<file path="src/hdl/tcw_ram.sv">
// Generic simple dual-port RAM with registered read.
module tcw_ram #(
    parameter int WIDTH = 8,
    parameter int DEPTH = 256
) (
    input  logic                     i_clk,
    input  logic                     i_we,
    input  logic [$clog2(DEPTH)-1:0] i_waddr,
    input  logic [WIDTH-1:0]         i_wdata,
    input  logic                     i_re,
    input  logic [$clog2(DEPTH)-1:0] i_raddr,
    output logic [WIDTH-1:0]         o_rdata
);

    logic [WIDTH-1:0] mem [DEPTH];
    logic [WIDTH-1:0] r_rdata;

    // Write port
    always_ff @(posedge i_clk) begin
        if (i_we) begin
            mem[i_waddr] <= i_wdata;
        end
    end

    // Read port, data held until the next read
    always_ff @(posedge i_clk) begin
        if (i_re) begin
            r_rdata <= mem[i_raddr];
        end
    end

    assign o_rdata = r_rdata;

endmodule

</file>
<file path="config.mk">
export PLATFORM = sky130hd
export DESIGN_NAME = tcw_ram
export DESIGN_NICKNAME = d
export VERILOG_FILES = /design/src/hdl/tcw_ram.sv
export SDC_FILE = /design/constraint.sdc
export NUM_CORES = 2
export LEC_CHECK = 0
export BUFFER_PORTS_ARGS = -buffer_cell sky130_fd_sc_hd__buf_2
export CAP_MARGIN = 0
export CORE_MARGIN = 8
export CORE_UTILIZATION = 45
export CTS_BUF_LIST = sky130_fd_sc_hd__clkbuf_4 sky130_fd_sc_hd__clkbuf_8
export CTS_CLUSTER_DIAMETER = 30
export DETAILED_ROUTE_END_ITERATION = 16
export PLACE_DENSITY_LB_ADDON = 0.15
export REMOVE_ABC_BUFFERS = 1
export SYNTH_ARGS = -nofsm -noshare
export SYNTH_HDL_FRONTEND = slang
export SYNTH_SLANG_ARGS = --single-unit
</file>
<file path="constraint.sdc">
create_clock -name i_clk -period 2.8 [get_ports i_clk]
set_input_delay 0.56 -clock i_clk [delete_from_list [all_inputs] [get_ports i_clk]]
set_output_delay 0.56 -clock i_clk [all_outputs]
set_load 0.1 [all_outputs]
</file>
==> impl_results.md <==
- Status: completed
- Synth top cells by count: 2056 x edfxtp_1, 454 x mux4_2, 282 x nor2_1
- GR Util met1: 30.54%
- Die area: around 190000 um2
- Hold Vio Cnt, Final: 0
- Synth unique cells: 54
- Hold EP: mem[190][1]
- Clock Latency Late Sink: 1.04 ns
- Fin nets: roughly 4700
- Largest cells by area after synthesis: edfxtp_1 78%, mux4_2 13%, mux2i_1 1.7%, nor2_1 1.3%, a22oi_1 1.3%
- FP Rows: about 150
- Share of the synthesized area in the top cell type: 77.53%
- Fraction of registers with async set/reset: 0%
- Min Tclk post-route: approximately 2.8 ns
- # fillers: about 14000
- Die Wd: 436.7 um
- Crit share post-route: between 90% and 100%
- CTS Buf Count: just over 400
- Worst-Margin Slew: around 1.0 ns
- HPWL after detailed placement: between 100 and 150 mm
- VDD IR-drop max: between 0.5 and 0.6 mV
- Sequential area share after synthesis: between 70 and 80%
- Layout cells sized above 1: between 30% and 40%
- Busiest grt layer: met2
- Most common cell in the netlist: edfxtp_1
- Required @ worst endpoint: around 3.6 ns
- DRC viols: 0
- CTS Root Cell: clkbuf_8
- Non-filler instance count after layout: 7330
- Clock Tree Buf Depth: 4
- Design Power: between 70 and 80 mW
- Number of global-route vias before repair: ~43000
- Post-synth EDFFs: between 2000 and 2500
- Clock network power share: roughly 46%
- Design Area, Final: 96860 um2
- M2 GR Usage: 35.23%
- Internal Pwr Total: 54.82 mW
- Yosys reg bits: 2056
- Placed cell areas: just under 90000 um2
- Syn-to-layout area delta: 21.62%
- Routed Antenna Nets: 0
- Placer Congestion: around 0.84
- Clock Sinks: ~2100
- Largest net degree at the start of global routing: 114
- MaxCap Viol Count: 0
- YS warnings: 0
- Slew HR: between 30% and 40%
- Setup Viol. Count Final: 0
- Drt wl/cell: between 20 and 30 um
- Vias after detailed routing: 41860
- Mapped cell area: approximately 80000 um2
- Floorplan core area: around 180000 um2
- R2R setup slack: ~0.013 ns
- Number of vias per cell: 5.711
- Cells after synthesis: about 3700
- CTS H-tree lvls: 5
- Reg clk slew, reported paths: roughly 0.060 ns
- Max Slew Vio Count: 0
- WL final: around 210 mm
- Hold Crit Class: primary input to flop
- Max Fclk: approximately 360 MHz
- Primary FF master, synth: edfxtp_1
- GRT overflow: 0
- TritonCTS clock tree: yes
- RR Startpoint: mem[15][1]
- Synth area leader: edfxtp_1
- Min-Delay Path Depth: 2
- Initial antenna violation count: 11
- Syn avg cell area: roughly 21 um2
- Maximum fanout along the worst path: 1
- Port Buffers: 34
- R2R depth: 6
- Gr usage total: 21.83%
- Top Ports: 35
- DRT Pass-1 Iters: 5
- Sequential power share: slightly below 50%
- P per Cell Area: ~720 nW/um2
- R2r endpoint: o_rdata[1]
- Critical path type: flop to flop
- Die Ht: between 400 and 500 um
- DP Cell Count: ~6600
- CP arrival: roughly 3.5 ns
- Pleak: ~32 nW
- Initial core utilization: around 45%
- Net Sw Frac: approximately 22%
- Post-CTS Setup Bufs: 0
- CP startpoint kind: flop
- First-pass GRT wire length: 305.1 mm
- Met3 global-route usage: under 10%
- RSZ-0062 raised after global routing: no
- Initial DRC count: a little over 4000
- Hold Crit Start: i_wdata[1]
- Max Clock Skew: 0.06884 ns
- Combinational Power Share: between 5 and 6%
- NetSw: approximately 15 mW
- CP Capture Type: flop
## layer usage
layer / vias to the layer above / wire, um / share of wire [%]
met3: 355 / 13430 / 6.3
met2: 1523 / 103100 / 49
met4: 0 / 5498 / 2.6
li1: 17720 / - / -
met1: 22270 / 89720 / 42
met5: - / 0 / 0
## cells in the final DEF, fill, tap and decap left out, types with 7 or more instances in the layout
| master | synthesis | layout |
|---|---|---|
| nand3_1 | 34 | 28 |
| nor4_1 | 24 | 20 |
| clkbuf_4 | 0 | 72 |
| buf_4 | 27 | 639 |
| a22o_1 | 8 | 8 |
| nand2b_1 | 8 | 8 |
| clkinv_2 | 0 | 56 |
| o22ai_1 | 28 | 28 |
| clkinv_1 | 1 | 79 |
| nor4_2 | 3 | 7 |
| nor3_1 | 22 | 20 |
| bufinv_16 | 0 | 48 |
| nor2b_1 | 31 | 28 |
| o221ai_1 | 46 | 46 |
| o21ai_0 | 10 | 10 |
| clkinv_4 | 0 | 12 |
| a211oi_1 | 16 | 16 |
| a221oi_1 | 13 | 13 |
| nand4_1 | 10 | 10 |
| mux2i_1 | 134 | 134 |
| o211ai_1 | 10 | 10 |
| buf_12 | 8 | 89 |
| a21oi_1 | 96 | 96 |
| nand2_1 | 33 | 33 |
| dlygate4sd3_1 | 0 | 8 |
| a22oi_1 | 133 | 133 |
| mux4_2 | 454 | 454 |
| buf_8 | 13 | 10 |
| edfxtp_1 | 2056 | 2056 |
| clkinvlp_4 | 0 | 29 |
| buf_2 | 31 | 18 |
| nor2_1 | 282 | 279 |
| clkbuf_8 | 0 | 420 |
## timing repair
action                     4_1_cts  5_1_grt
hold endpoints to repair       190        0
setup endpoints to repair        7        0
hold buffers                     8        0
gates resized for setup          8        0
## state kept, by name (all words and copies together), names as in the netlist
signal,flops
mem,2048
o_rdata,8
## kinds of logic (layout without fill, tap and decap cells)
family / Yosys count / in the layout / synth area share [%]
flops: 2056 / 2056 / 77.53
mux: 591 / 591 / 14.60
simple gates: 466 / 466 / 2.625
compound gates: 385 / 385 / 3.416
buf+inv: 235 / 1487 / 1.829
other cells: 0 / 5 / 0
## power by group through the flow
| stage | Combinational (mW) | Clock (mW) | Sequential [mW] |
|---|---|---|---|
| 2_1_floorplan | 1.19 | 0 | 34.7 |
| 3_3_place_gp | 3.69 | 0 | 34.7 |
| 3_5_place_dp | 3.72 | 0 | 34.7 |
| 4_1_cts | 3.74 | 32.9 | 34.0 |
| 5_1_grt | 3.90 | 34.3 | 34.0 |
| 6_report | 3.70 | 32.3 | 34.0 |
## worst max-delay path by stage
| stage | start | to | slack (ns) | cells after the start |
|---|---|---|---|---|
| after floorplan | i_raddr[2] | o_rdata[6] | -0.25 | 6 |
| after global placement | i_raddr[0] | o_rdata[3] | -1.39 | 9 |
| after detailed placement | i_raddr[0] | o_rdata[1] | -1.33 | 10 |
| after CTS | o_rdata[5] | o_rdata[5] | 0.008 | 1 |
| after global routing | mem[15][1] | o_rdata[1] | 0.03 | 6 |
| final | mem[15][1] | o_rdata[1] | 0.01 | 6 |
## through the flow
stage                     util (%)  hold slack (ns)  setup TNS [ns]  setup WS, ns
after CTS                    55.05          0.03333               0      0.008419
after floorplan                  -           0.6589          -1.724       -0.2531
after global placement       50.02           0.9120          -8.807        -1.389
after detailed placement     50.03           0.9121          -7.955        -1.331
final                        55.06          0.09265               0       0.01340
after global routing         55.05          0.04940               0       0.02855
## layout make-up
type	count	area, um2	share of cell area (%)
diodes	5	12.51	0.01292
clock buffers	492	6321	6.526
clock inverters	229	2392	2.470
inverters	2	7.507	0.007751
multi-input cells	1442	16560	17.09
flip-flops and latches	2056	61740	63.74
well taps	2340	2928	3.023
repair buffers	764	6899	7.123
## worst max-delay path, stage by stage (launching register included)
cell and delay, ns:
edfxtp_1 0.37, mux4_2 0.47, a22oi_1 0.38, a21oi_1 0.36, nor4_2 0.66, buf_4 0.23
nor4_1 0.04
Power figures use the tool's default switching activity.
