===== config.mk =====
export PLATFORM = sky130hd
export DESIGN_NAME = tcw_ctrl
export DESIGN_NICKNAME = d
export VERILOG_FILES = /design/src/hdl/tcw_pkg.sv /design/src/hdl/tcw_ctrl.sv
export SDC_FILE = /design/constraint.sdc
export NUM_CORES = 1
export LEC_CHECK = 0
export BUFFER_PORTS_ARGS = -buffer_cell sky130_fd_sc_hd__buf_2
export CAP_MARGIN = 20
export CORE_ASPECT_RATIO = 0.9
export CORE_MARGIN = 4
export CORE_UTILIZATION = 60
export CTS_BUF_LIST = sky130_fd_sc_hd__clkbuf_8
export CTS_CLUSTER_DIAMETER = 100
export DETAILED_ROUTE_END_ITERATION = 8
export PLACE_DENSITY = 0.88
export SLEW_MARGIN = 20
export SYNTH_ARGS = -nofsm -noshare
export SYNTH_HDL_FRONTEND = slang
export SYNTH_SLANG_ARGS = --single-unit

===== constraint.sdc =====
create_clock -name i_clk -period 5.1 [get_ports i_clk]
set_clock_uncertainty 0.05 [all_clocks]
set_input_delay 0.51 -clock i_clk [delete_from_list [all_inputs] [get_ports i_clk]]
set_output_delay 0.51 -clock i_clk [all_outputs]
set_load 0.05 [all_outputs]

===== src/hdl/tcw_pkg.sv =====
// Shared constants, codes and types of the text console writer.
package tcw_pkg;

    // Screen geometry
    localparam int COLUMNS  = 80;
    localparam int ROWS     = 25;
    localparam int TAB_STOP = 4;
    localparam int CELLS    = COLUMNS * ROWS;

    // Field widths
    localparam int COL_W  = 7;
    localparam int ROW_W  = 5;
    localparam int OFF_W  = 11;
    localparam int CHR_W  = 8;
    localparam int ACT_W  = 2;
    localparam int ADDR_W = $clog2(CELLS);
    localparam int TAB_W  = $clog2(TAB_STOP);
    localparam int TCNT_W = $clog2(TAB_STOP + 1);

    // Derived addresses
    localparam logic [ADDR_W-1:0] SCROLL_LEN   = ADDR_W'(CELLS - COLUMNS);
    localparam logic [ADDR_W-1:0] LAST_ADDR    = ADDR_W'(CELLS - 1);
    localparam logic [ADDR_W-1:0] LAST_ROW_OFF = ADDR_W'(CELLS - COLUMNS);
    localparam logic [ADDR_W-1:0] COLS_ADDR    = ADDR_W'(COLUMNS);
    localparam logic [COL_W-1:0]  LAST_COL     = COL_W'(COLUMNS - 1);
    localparam logic [ROW_W-1:0]  LAST_ROW     = ROW_W'(ROWS - 1);
    localparam logic [TAB_W-1:0]  LAST_PHASE   = TAB_W'(TAB_STOP - 1);

    // Character codes
    localparam logic [CHR_W-1:0] CHR_NL    = 8'h0A;
    localparam logic [CHR_W-1:0] CHR_CR    = 8'h0D;
    localparam logic [CHR_W-1:0] CHR_TAB   = 8'h09;
    localparam logic [CHR_W-1:0] CHR_SPACE = 8'h20;

    localparam logic [CHR_W-1:0] DEFAULT_COLOR_RST = 8'h07;

    typedef enum logic [ACT_W-1:0] {
        ACT_PUT   = 2'd0,
        ACT_CLEAR = 2'd1,
        ACT_READ  = 2'd2,
        ACT_NONE  = 2'd3
    } t_action;

    typedef enum logic [2:0] {
        S_INIT,
        S_IDLE,
        S_PUT,
        S_SCROLL,
        S_CLRROW,
        S_CLEAR,
        S_EMIT
    } t_state;

    // Access to the character and color memories
    typedef struct packed {
        logic              we_char;
        logic              we_color;
        logic [ADDR_W-1:0] waddr;
        logic [CHR_W-1:0]  wchar;
        logic [CHR_W-1:0]  wcolor;
        logic              re;
        logic [ADDR_W-1:0] raddr;
    } t_mem_req;

    // Finished transaction handed to the output register
    typedef struct packed {
        logic [COL_W-1:0] col;
        logic [ROW_W-1:0] row;
        logic [OFF_W-1:0] off;
        logic             rd_ok;
    } t_result;

endpackage


===== src/hdl/tcw_ctrl.sv =====
// Sequencer: cursor, tab expansion, scroll and clear sweeps, memory addressing.
module tcw_ctrl
    import tcw_pkg::*;
(
    input  logic              i_clk,
    input  logic              i_rst_n,
    input  logic              i_cfg_we,
    input  logic [CHR_W-1:0]  i_cfg_wdata,
    input  logic              i_in_valid,
    output logic              o_in_ready,
    input  logic [ACT_W-1:0]  i_action,
    input  logic [CHR_W-1:0]  i_chr,
    input  logic [COL_W-1:0]  i_cell_col,
    input  logic [ROW_W-1:0]  i_cell_row,
    input  logic [CHR_W-1:0]  i_rd_char,
    input  logic [CHR_W-1:0]  i_rd_color,
    input  logic              i_slot_free,
    output t_mem_req          o_mem,
    output logic              o_emit,
    output t_result           o_result
);

    t_state              r_state, n_state;
    logic [COL_W-1:0]    r_cur_col, n_cur_col;
    logic [ROW_W-1:0]    r_cur_row, n_cur_row;
    logic [ADDR_W-1:0]   r_cur_off, n_cur_off;
    logic [TAB_W-1:0]    r_phase, n_phase;
    logic [TCNT_W-1:0]   r_tab_left, n_tab_left;
    logic [ADDR_W-1:0]   r_addr, n_addr;
    logic                r_rd_ok, n_rd_ok;
    logic [CHR_W-1:0]    r_default_color;

    logic                accept;
    t_action             act;
    logic                is_last_row;
    logic [COL_W-1:0]    adv_col;
    logic [ROW_W-1:0]    adv_row;
    logic [ADDR_W-1:0]   adv_off;
    logic [TAB_W-1:0]    adv_phase;
    logic                adv_scroll;
    logic [ROW_W-1:0]    nl_row;
    logic [ADDR_W-1:0]   nl_off;
    logic [ADDR_W-1:0]   cr_off;
    logic [ADDR_W-1:0]   rd_addr;
    logic                rd_in_range;

    assign accept = i_in_valid && o_in_ready;
    assign act    = t_action'(i_action);

    // Cursor after one printable character, newline or carriage return
    always_comb begin
        is_last_row = (r_cur_row == LAST_ROW);
        adv_scroll  = 1'b0;
        if (r_cur_col != LAST_COL) begin
            adv_col   = r_cur_col + 1'b1;
            adv_row   = r_cur_row;
            adv_off   = r_cur_off + 1'b1;
            adv_phase = (r_phase == LAST_PHASE) ? '0 : r_phase + 1'b1;
        end else if (!is_last_row) begin
            adv_col   = '0;
            adv_row   = r_cur_row + 1'b1;
            adv_off   = r_cur_off + 1'b1;
            adv_phase = '0;
        end else begin
            adv_col    = '0;
            adv_row    = LAST_ROW;
            adv_off    = LAST_ROW_OFF;
            adv_phase  = '0;
            adv_scroll = 1'b1;
        end
        cr_off = r_cur_off - ADDR_W'(r_cur_col);
        if (is_last_row) begin
            nl_row = LAST_ROW;
            nl_off = LAST_ROW_OFF;
        end else begin
            nl_row = r_cur_row + 1'b1;
            nl_off = cr_off + COLS_ADDR;
        end
    end

    // Address of the cell to read
    assign rd_addr     = ADDR_W'(i_cell_row * COLUMNS) + ADDR_W'(i_cell_col);
    assign rd_in_range = (i_cell_col < COL_W'(COLUMNS)) && (i_cell_row < ROW_W'(ROWS));

    // Next state
    always_comb begin
        n_state = r_state;
        unique case (r_state)
            S_INIT: begin
                if (r_addr == LAST_ADDR) n_state = S_IDLE;
            end
            S_IDLE: begin
                if (i_in_valid) begin
                    unique case (act)
                        ACT_PUT: begin
                            priority if (i_chr == CHR_NL) begin
                                n_state = is_last_row ? S_SCROLL : S_EMIT;
                            end else if (i_chr == CHR_CR) begin
                                n_state = S_EMIT;
                            end else if (i_chr == CHR_TAB) begin
                                n_state = S_PUT;
                            end else begin
                                n_state = adv_scroll ? S_SCROLL : S_EMIT;
                            end
                        end
                        ACT_CLEAR: n_state = S_CLEAR;
                        ACT_READ:  n_state = S_EMIT;
                        ACT_NONE:  n_state = S_EMIT;
                    endcase
                end
            end
            S_PUT: begin
                if (adv_scroll) begin
                    n_state = S_SCROLL;
                end else if (r_tab_left == TCNT_W'(1)) begin
                    n_state = S_EMIT;
                end
            end
            S_SCROLL: begin
                if (r_addr == SCROLL_LEN) n_state = S_CLRROW;
            end
            S_CLRROW: begin
                if (r_addr == LAST_ADDR) begin
                    n_state = (r_tab_left != '0) ? S_PUT : S_EMIT;
                end
            end
            S_CLEAR: begin
                if (r_addr == LAST_ADDR) n_state = S_EMIT;
            end
            S_EMIT: begin
                if (i_slot_free) n_state = S_IDLE;
            end
            default: n_state = S_INIT;
        endcase
    end

    // Memory access, cursor and counter updates
    always_comb begin
        n_cur_col  = r_cur_col;
        n_cur_row  = r_cur_row;
        n_cur_off  = r_cur_off;
        n_phase    = r_phase;
        n_tab_left = r_tab_left;
        n_addr     = r_addr;
        n_rd_ok    = r_rd_ok;
        o_mem      = '0;
        o_in_ready = 1'b0;
        o_emit     = 1'b0;
        unique case (r_state)
            S_INIT, S_CLEAR, S_CLRROW: begin
                o_mem.we_char  = 1'b1;
                o_mem.we_color = 1'b1;
                o_mem.waddr    = r_addr;
                o_mem.wchar    = '0;
                o_mem.wcolor   = r_default_color;
                n_addr         = (r_addr == LAST_ADDR) ? '0 : r_addr + 1'b1;
            end
            S_IDLE: begin
                o_in_ready = 1'b1;
                if (accept) begin
                    n_rd_ok    = 1'b0;
                    n_tab_left = '0;
                    n_addr     = '0;
                    unique case (act)
                        ACT_PUT: begin
                            priority if (i_chr == CHR_NL) begin
                                n_cur_col = '0;
                                n_cur_row = nl_row;
                                n_cur_off = nl_off;
                                n_phase   = '0;
                            end else if (i_chr == CHR_CR) begin
                                n_cur_col = '0;
                                n_cur_off = cr_off;
                                n_phase   = '0;
                            end else if (i_chr == CHR_TAB) begin
                                n_tab_left = TCNT_W'(TAB_STOP) - TCNT_W'(r_phase);
                            end else begin
                                o_mem.we_char = 1'b1;
                                o_mem.waddr   = r_cur_off;
                                o_mem.wchar   = i_chr;
                                n_cur_col     = adv_col;
                                n_cur_row     = adv_row;
                                n_cur_off     = adv_off;
                                n_phase       = adv_phase;
                            end
                        end
                        ACT_CLEAR: begin
                            n_cur_col = '0;
                            n_cur_row = '0;
                            n_cur_off = '0;
                            n_phase   = '0;
                        end
                        ACT_READ: begin
                            n_rd_ok     = rd_in_range;
                            o_mem.re    = rd_in_range;
                            o_mem.raddr = rd_addr;
                        end
                        ACT_NONE: begin
                            n_rd_ok = 1'b0;
                        end
                    endcase
                end
            end
            S_PUT: begin
                // Emit one space of the tab
                o_mem.we_char = 1'b1;
                o_mem.waddr   = r_cur_off;
                o_mem.wchar   = CHR_SPACE;
                n_cur_col     = adv_col;
                n_cur_row     = adv_row;
                n_cur_off     = adv_off;
                n_phase       = adv_phase;
                n_tab_left    = r_tab_left - 1'b1;
                n_addr        = '0;
            end
            S_SCROLL: begin
                // Read one row ahead, write back the cell read last cycle
                if (r_addr != SCROLL_LEN) begin
                    o_mem.re    = 1'b1;
                    o_mem.raddr = r_addr + COLS_ADDR;
                end
                if (r_addr != '0) begin
                    o_mem.we_char  = 1'b1;
                    o_mem.we_color = 1'b1;
                    o_mem.waddr    = r_addr - 1'b1;
                    o_mem.wchar    = i_rd_char;
                    o_mem.wcolor   = i_rd_color;
                end
                n_addr = (r_addr == SCROLL_LEN) ? r_addr : r_addr + 1'b1;
            end
            S_EMIT: begin
                o_emit = i_slot_free;
            end
            default: begin
                n_addr = '0;
            end
        endcase
    end

    assign o_result.col   = r_cur_col;
    assign o_result.row   = r_cur_row;
    assign o_result.off   = OFF_W'(r_cur_off);
    assign o_result.rd_ok = r_rd_ok;

    // Control registers
    always_ff @(posedge i_clk) begin
        if (!i_rst_n) begin
            r_state         <= S_INIT;
            r_cur_col       <= '0;
            r_cur_row       <= '0;
            r_cur_off       <= '0;
            r_phase         <= '0;
            r_tab_left      <= '0;
            r_addr          <= '0;
            r_rd_ok         <= 1'b0;
            r_default_color <= DEFAULT_COLOR_RST;
        end else begin
            r_state    <= n_state;
            r_cur_col  <= n_cur_col;
            r_cur_row  <= n_cur_row;
            r_cur_off  <= n_cur_off;
            r_phase    <= n_phase;
            r_tab_left <= n_tab_left;
            r_addr     <= n_addr;
            r_rd_ok    <= n_rd_ok;
            if (i_cfg_we) begin
                r_default_color <= i_cfg_wdata;
            end
        end
    end

    // Offset register tracks row and column
    a_off_match: assert property (@(posedge i_clk) disable iff (!i_rst_n)
        r_cur_off == ADDR_W'(r_cur_row * COLUMNS) + ADDR_W'(r_cur_col))
        else $error("cursor offset out of step with row and column");

    // Cursor stays on screen
    a_cursor_range: assert property (@(posedge i_clk) disable iff (!i_rst_n)
        (r_cur_col < COL_W'(COLUMNS)) && (r_cur_row < ROW_W'(ROWS)))
        else $error("cursor left the screen");

    // Copy sweep hands over to bottom row clear at the right cell
    a_scroll_handoff: assert property (@(posedge i_clk) disable iff (!i_rst_n)
        (r_state == S_SCROLL && r_addr == SCROLL_LEN)
        |=> (r_state == S_CLRROW && r_addr == SCROLL_LEN))
        else $error("scroll copy did not hand over to row clear");

    // A cell read reaches the result stage in the following cycle
    a_read_latency: assert property (@(posedge i_clk) disable iff (!i_rst_n)
        (accept && act == ACT_READ) |=> (r_state == S_EMIT))
        else $error("cell read did not reach result stage");

    // Writes stay inside the store
    a_write_range: assert property (@(posedge i_clk) disable iff (!i_rst_n)
        (o_mem.we_char || o_mem.we_color) |-> (o_mem.waddr <= LAST_ADDR))
        else $error("memory write outside the store");

endmodule


==> results.toml, run 1 <==
[clock_network]
cts_buffer_depth = 2
cts_inserted_buffers = 5
cts_tree = "built"
cts.repair.resized = 0
htree_levels = 2
cts_setup_buffers = 0
clk_pin_slew_ns = 0.09
ctsHoldBuffers = 0
root_buffer = "clkbuf_8"
cts_sinks = 51
clock_latency_ns = 0.32

[routing]
first_iter_violations = 378
drc = 0
finalWirelength_mm = 14.6
vias_per_cell = 6.45
antenna_left = 0
wl_per_cell_um = 17.6
vias = 5343
first_pass_iters = 6

[placement]
routabilityCongestion = 0.954
dp_slack_ns = 1.71
dpl.hpwl_mm = 11.2
placed_area_sq_mm = 0.00530
portBuffers = 117
place_inst = 820

[floorplan]
ios = 118
die_y_um = 92.1
fp.coreArea_sq_mm = 0.00758
rows = 30
start_util_pct = 62.2
die_x_um = 101
dieArea_sq_mm = 0.00935

[cells_and_area]
final_cells = 828
final_cell_mix = "117 x buf_2, 70 x nor2_1, 65 x nand2_1, 51 x dfxtp_1, 45 x a21oi_1"
antenna_cells = 0
area_delta_synth_final_pct = 14.8
layout-drive-gt1-share_pct = 19.4
final_common_cell = "buf_2"
stdcell_area_sq_mm = 0.00542
fin_util_pct = 71.4
nets = 816

[sta]
setup_ws_ns = 1.32
finalSetupTns_ns = 0
hold_slack_ns = 0.368
tightest_slew_ns = 1.01
fin_crit_sh_pct = 74.2
fmax_mhz = 264
hold_viol_final = 0
period_minus_slack_ns = 3.78
maxSlewViolCount = 0
finalSetupViolations = 0
relSlewSlack_pct = 32.7
rsz0062_at_grt = "no"

[yosys]
synth_top_family_by_area = "simple AND/OR/NAND/NOR gates"
yosysSeqAreaShare_pct = 21.6
muxShareOfSynthArea_pct = 2.12
synthAdderAreaFrac_pct = 9.50
synthXorXnorAreaFrac_pct = 6.87
yosys.area.top_type = "dfxtp_1"
ys_ff_latch = 51
synth-edff-count = 0
yosys.area_share.simple_pct = 28.3
syn-cell-area_sq_mm = 0.00472
synth_ff_type = "dfxtp_1"
synthTopCellsByArea = "dfxtp_1 22%, ha_1 8.2%, nor2_1 5.6%, nand2_1 5.2%, a21oi_1 4.8%"
synth_area_per_cell_sq_um = 7.37
synth_cell_type_count = 71
ys_warn_count = 0
synth_compound_area_share_pct = 26.6
synth_cells = 640
syn_nets = 725
synth_top_area_share_pct = 21.6
synth_async_sr_flop_share_pct = 0

[worst_setup_path]
crit_type = "reg -> out"
crit_chain = "nor2b_1 > and2_0 > and2_1 > nand2_1 > or4_1 > nand3_1 > buf_2"
arrival_ns = 3.22
timing.critical_path.required_ns = 4.54
cp_max_fo = 21
cpMaxStageDelayCell = "and2_1"
end_kind = "output pin"
rr_startpoint = "r_cur_off[0]"
ff2ff_path_depth = 11
start_kind = "flop"
cp-startpoint = "r_state[0]"
max_stage_delay_ns = 0.77

[hold_path]
hold_path_startpoint = "i_cfg_wdata[0]"
hold_class = "in -> reg"
holdPathStages = 3

[pwr]
irDropWorstVdd_uv = 240
total_power_mw = 1.47
p_per_area_mw_per_mm2 = 271
leakagePower_nw = 2.33

[global_routing]
grt_max_degree = 25
grt_pass1_vias = 5041
track_usage_pct = 31.1
grt_overflow_total = 0
antenna_found_initial = 0
grt_pass1_wl_mm = 23.9

[job]
cap_violations = 0

[outcome]
outcome = "complete, no violations"
## power by group
| group | leakage [nW] | internal (mW) | total (mW) | switching, mW |
|---|---|---|---|---|
| combinational | 1.86 | 0.217 | 0.683 | 0.466 |
| clock | 0.0612 | 0.159 | 0.308 | 0.148 |
| sequential | 0.413 | 0.427 | 0.475 | 0.0477 |
## cell families (layout without fill, tap and decap cells)
logic type,Yosys count,in the layout
DFF,51,51
AOI/OAI and AO/OA,187,187
adders and majority gates,34,34
buffers and inverters,59,151
xor gates and xnor gates,37,37
and+or+nand+nor,262,262
muxes,10,10
## registers in the layout, indices dropped and copies added, names as in the netlist
signal / cells
r_cur_off: 11
r_rd_ok: 1
r_phase: 2
r_cur_col: 7
r_state: 3
r_addr: 11
r_tab_left: 3
r_default_color: 8
r_cur_row: 5
## critical path, delay by kind of cell, from the launching register on
| family | cells | cell delay (ns) |
|---|---|---|
| buffers and inverters | 1 | 0.26 |
| and+or+nand+nor | 6 | 2.13 |
| DFF | 1 | 0.52 |
## layout make-up
class	count	area [sq um]
clock buffers	6	82.6
clock inverters	2	35.0
fillers	633	2170
inverters	24	90.1
multi-input cells	530	3470
flip-flops and latches	51	1020
well taps	96	120
repair buffers	119	601
## cells in the mapped netlist (all sizes together), types with 4 or more instances
cell type  instances
a211o              4
a211oi             5
a21o               4
a21oi             46
a221o              9
a22o              15
a22oi              4
a31oi              8
and2               7
and3               7
and4               4
buf               11
clkbuf            24
dfxtp             51
ha                31
inv               24
mux2i             10
nand2             66
nand2b             8
nand3             23
nand4             10
nor2              71
nor2b             13
nor3              15
nor3b              8
nor4               4
o211ai            10
o21a               4
o21ai             41
o22ai              9
o31ai              4
or3               12
xnor2             16
xor2              21
## worst paths after layout
path	to	slack, ns
worst min register to register	r_rd_ok	0.43
worst min-delay path	r_default_color[0]	0.37
worst max-delay path	o_mem[38]	1.32
worst max register to register	r_cur_off[10]	1.80
## per-layer routing
metal | global-route usage (%) | vias up | share of wire, %
li1 | - | 2535 | -
met1 | 42.1 | 2453 | 42
met2 | 49.1 | 316 | 46
met3 | 6.69 | 39 | 9.8
met4 | 9.30 | 0 | 2.5
met5 | 0 | - | 0
No activity file was read; power rests on OpenSTA's default activity.
==> run 2: changes to the inputs <==
Settings changed: CORE_UTILIZATION 60 to 56, PLACE_DENSITY 0.88 to 0.82.
Clock period 5.1 ns to 3.5 ns, I/O delays scaled along.
==> run 2 against run 1 <==
Effect of this change: sequential power grew 46%; non-clock buffer count up 9; critical endpoint is now o_mem[37]; clock power up 39%; sequential share of layout area fell by 0.28 points; flip-flop and latch count stayed put; utilization decreased by 3.9 points; critical path type unchanged; register-to-register slack lost 1.4 ns; count of clock-buffer cells in the layout shrank 1; first-iteration DRC count down 0.53%; total power rose by 45%.
==> results.toml, run 2 (same netlist as run 1, synthesis figures left out) <==
[sta]
hold_slack_ns = 0.196
tightest_slew_ns = 0.918
finalSetupViolations = 0
rsz0062_at_grt = "no"
fmax_mhz = 311
hold_viol_final = 0
period_minus_slack_ns = 3.22
fin_crit_sh_pct = 91.9
maxSlewViolCount = 0
relSlewSlack_pct = 38.7
finalSetupTns_ns = 0

[cells_and_area]
final_common_cell = "buf_2"
layout-drive-gt1-share_pct = 20.6
final_cell_mix = "117 x buf_2, 70 x nor2_1, 63 x nand2_1, 51 x dfxtp_1, 45 x a21oi_1"
nets = 825
area_delta_synth_final_pct = 16.6
antenna_cells = 0
nFillCells = 752
reg.largest.list = "r_addr (11), r_cur_off (11), r_default_color (8)"
stdcell_area_sq_mm = 0.00550

[global_routing]
grt_max_degree = 25
track_usage_pct = 29.0
antenna_found_initial = 0
grt_pass1_wl_mm = 23.9
grt_overflow_total = 0
grt_pass1_vias = 5006

[worst_setup_path]
timing.critical_path.required_ns = 3.10
end_kind = "output pin"
crit_type = "reg -> out"
max_stage_delay_ns = 0.56
ff2ff_path_depth = 11
start_kind = "flop"
reg2reg_slack_ns = 0.39
cpMaxStageDelayCell = "dfxtp_1"
arrival_ns = 2.82
critPathTopFamily = "simple AND/OR/NAND/NOR gates"
cp-startpoint = "r_state[0]"
crit_chain = "nor2b_1 > and2_0 > nand2_2 > or3_1 > nor3_1 > a221o_1 > buf_2"
cp_max_fo = 13
critPathBufInv = 1
r2r_end = "r_cur_off[10]"
rr_startpoint = "r_cur_off[0]"

[pwr]
p_per_area_mw_per_mm2 = 387
leakagePower_nw = 2.39
irDropWorstVdd_uv = 305

[routing]
finalWirelength_mm = 14.7
first_iter_violations = 376
first_pass_iters = 5
wl_per_cell_um = 17.5
drc = 0
antenna_left = 0
vias_per_cell = 6.38
vias = 5355

[clock_network]
root_buffer = "clkbuf_8"
clk_pin_slew_ns = 0.10
cts_buffer_depth = 2
cts_sinks = 51
clock_latency_ns = 0.32
cts_setup_buffers = 0
cts_inserted_buffers = 5
htree_levels = 2
cts_tree = "built"

[placement]
routabilityCongestion = 0.948
portBuffers = 117
placed_area_sq_mm = 0.00538
dpl.hpwl_mm = 11.5

[floorplan]
rows = 31
die_x_um = 105
die_y_um = 95.1
fp.coreArea_sq_mm = 0.00815
dieArea_sq_mm = 0.00996
ios = 118
start_util_pct = 57.9

[hold_path]
hold_end = "r_default_color[2]"
hold_path_startpoint = "i_cfg_wdata[2]"
hold_class = "in -> reg"
holdPathStages = 3

[job]
cap_violations = 0

[outcome]
outcome = "complete, no violations"
[run 2: cell type report]
class                      count  area (sq um)  area share [%]
multi-input combinational    530          3480            63.4
inverter                      24          90.1            1.64
clock buffer                   5          68.8            1.25
tap                           99           124            2.25
sequential                    51          1020            18.6
timing repair buffer         128           668            12.2
clock inverter                 3          42.5           0.774
[run 2: worst max-delay path by stage]
stage	slack, ns	end	cells after the start
2_1_floorplan	0.07	o_mem[23]	6
3_3_place_gp	0.57	o_mem[29]	8
3_5_place_dp	0.47	o_mem[29]	8
4_1_cts	0.10	o_mem[29]	8
6_report	0.28	o_mem[37]	7
5_1_grt	0.10	o_mem[35]	7
[run 2: metal layers]
metal  share of wire [%]  up-vias  wire length (um)  global-route usage [%]
li1                    -     2544                 -                       -
met1                  44     2493              6520                    38.7
met2                  44      284              6490                    47.5
met3                 9.1       34              1340                    5.62
met4                 2.5        0               369                    9.40
met5                   0        -                 0                       0
[run 2: where the power goes]
group | leakage, nW | internal, mW | switching [mW]
logic | 1.91 | 0.328 | 0.682
registers | 0.413 | 0.622 | 0.0719
clock network | 0.0599 | 0.214 | 0.213
total | 2.39 | 1.16 | 0.967
[run 2: stage by stage]
step / worst slack [ns] / instances / total power [mW] / util, %
after floorplan: 0.0659 / 640 / 1.44 / -
after global placement: 0.566 / 832 / 1.66 / 66.0
after detailed placement: 0.469 / 832 / 1.69 / 66.0
after CTS: 0.102 / 840 / 2.11 / 67.4
after global routing: 0.103 / 840 / 2.25 / 67.5
final: 0.282 / 840 / 2.13 / 67.5
[run 2: repair_timing]
| item | 4_1_cts | 5_1_grt |
|---|---|---|
| setup endpoints to repair | 0 | 11 |
| gates resized for setup | 0 | 3 |
| hold buffers | 0 | 0 |
[run 2: worst reg2reg max path: cells and delay by family, from the launching register on]
family	cells	cell delay [ns]
flops	1	0.48
fa+ha+maj	3	0.87
mux	1	0.24
buf+inv	1	0.08
compound gates	4	0.93
simple gates	2	0.33
==> run 3: changes to the inputs <==
Settings changed: CORE_UTILIZATION 56 to 55, PLACE_DENSITY 0.82 to 0.81.
==> run 3 against run 2 <==
Effect of this change: utilization barely moved; wire length rose by 3.7%; maximum frequency fell by 0.61%; via count is 1.9% higher; non-clock buffer count rose by 1; first-iteration DRC count is 28% higher; total power up 1.0%.
==> results.toml, run 3 (same netlist as run 1, synthesis figures left out) <==
[worst_setup_path]
crit_type = "reg -> out"
arrival_ns = 2.84
end_kind = "output pin"
max_stage_delay_ns = 0.54
timing.critical_path.required_ns = 3.10
cp_max_fo = 13
start_kind = "flop"
crit_chain = "nor2b_2 > and2_0 > nand2_1 > or3_1 > nor3_1 > a221o_1 > buf_2"
cpMaxStageDelayCell = "dfxtp_1"

[routing]
finalWirelength_mm = 15.3
wl_per_cell_um = 17.8
vias = 5457
drc = 0
first_pass_iters = 6
vias_per_cell = 6.37
first_iter_violations = 481
antenna_left = 0

[placement]
portBuffers = 117
place_inst = 849
placed_area_sq_mm = 0.00540
dpl.hpwl_mm = 11.7
routabilityCongestion = 0.995

[global_routing]
grt_max_degree = 25
grt_pass1_wl_mm = 24.5
track_usage_pct = 29.2
grt_pass1_vias = 5004
antenna_found_initial = 0
grt_overflow_total = 0

[job]
cap_violations = 0

[floorplan]
dieArea_sq_mm = 0.0101
rows = 31
fp.coreArea_sq_mm = 0.00818
die_y_um = 95.9
ios = 118
die_x_um = 106
start_util_pct = 57.6

[pwr]
p_int_mw = 1.17
p_comb_share_pct = 47.5
p_per_area_mw_per_mm2 = 390
sw_frac_of_total_pct = 45.9
irDropWorstVdd_uv = 250
pwr-share-clk_pct = 20.4
leakagePower_nw = 2.39
seqPwrFrac_pct = 32.1
p_sw_mw = 0.987
total_power_mw = 2.15

[cells_and_area]
antenna_cells = 0
final_cells = 857
area_delta_synth_final_pct = 17.1
fin_util_pct = 67.5
stdcell_area_sq_mm = 0.00553
nets = 826
layout-drive-gt1-share_pct = 20.8
reg.largest.list = "r_addr (11), r_cur_off (11), r_default_color (8)"
final_common_cell = "buf_2"
final_cell_mix = "117 x buf_2, 70 x nor2_1, 64 x nand2_1, 51 x dfxtp_1, 45 x a21oi_1"

[sta]
finalSetupViolations = 0
period_minus_slack_ns = 3.24
fmax_mhz = 309
fin_crit_sh_pct = 92.5
finalSetupTns_ns = 0
tightest_slew_ns = 1.09
maxSlewViolCount = 0
hold_viol_final = 0
rsz0062_at_grt = "no"
relSlewSlack_pct = 27.4

[clock_network]
cts_tree = "built"
root_buffer = "clkbuf_8"
cts_buffer_depth = 2
cts_setup_buffers = 0
ctsHoldBuffers = 0
cts.repair.resized = 0
cts_sinks = 51
clk_pin_slew_ns = 0.10
cts_inserted_buffers = 5
htree_levels = 2
clock_latency_ns = 0.32

[hold_path]
hold_class = "in -> reg"

[outcome]
outcome = "complete, no violations"
## run 3: critical path, delay by kind of cell (launching register included)
| kind | cells | cell delay [ns] |
|---|---|---|
| and+or+nand+nor | 5 | 1.60 |
| AOI/OAI and AO/OA | 1 | 0.13 |
| buffers and inverters | 1 | 0.26 |
| DFF | 1 | 0.54 |
## run 3: final timing paths
check                               startpoint            endpoint  slack, ns  cells after the start
worst max-delay path                r_state[0]           o_mem[37]       0.26                      7
worst max register to register    r_cur_off[0]       r_cur_off[10]       0.31                     11
worst min register to register         r_rd_ok             r_rd_ok       0.42                      2
worst min-delay path            i_cfg_wdata[0]  r_default_color[0]       0.20                      3
## run 3: power by group through the flow
stage	registers, mW	clock network [mW]	logic, mW
global route	0.697	0.458	1.11
CTS	0.685	0.441	1.00
detailed placement	0.698	0	0.995
global placement	0.695	0	0.974
floorplan	0.683	0	0.758
finish	0.690	0.440	1.02
## run 3: area by class of cell
type	count	area, sq um
clock buffer	5	68.8
fill	716	2660
clock inverter	3	42.5
tap	115	144
sequential	51	1020
inverter	24	90.1
multi-input combinational	530	3480
timing repair buffer	129	676
## run 3: stage by stage
| step | hold WS, ns | setup slack (ns) |
|---|---|---|
| after global placement | 0.394 | 0.540 |
| after floorplan | 0.387 | 0.0659 |
| after detailed placement | 0.404 | 0.417 |
| after global routing | 0.204 | 0.0357 |
| after CTS | 0.203 | 0.111 |
| final | 0.202 | 0.262 |
## run 3: per-layer routing
metal / up-vias / wire length (um) / global-route usage, %
met2: 334 / 6980 / 49.2
li1: 2553 / - / -
met5: - / 0 / 0
met4: 0 / 382 / 8.41
met1: 2521 / 6420 / 38.8
met3: 49 / 1480 / 5.03
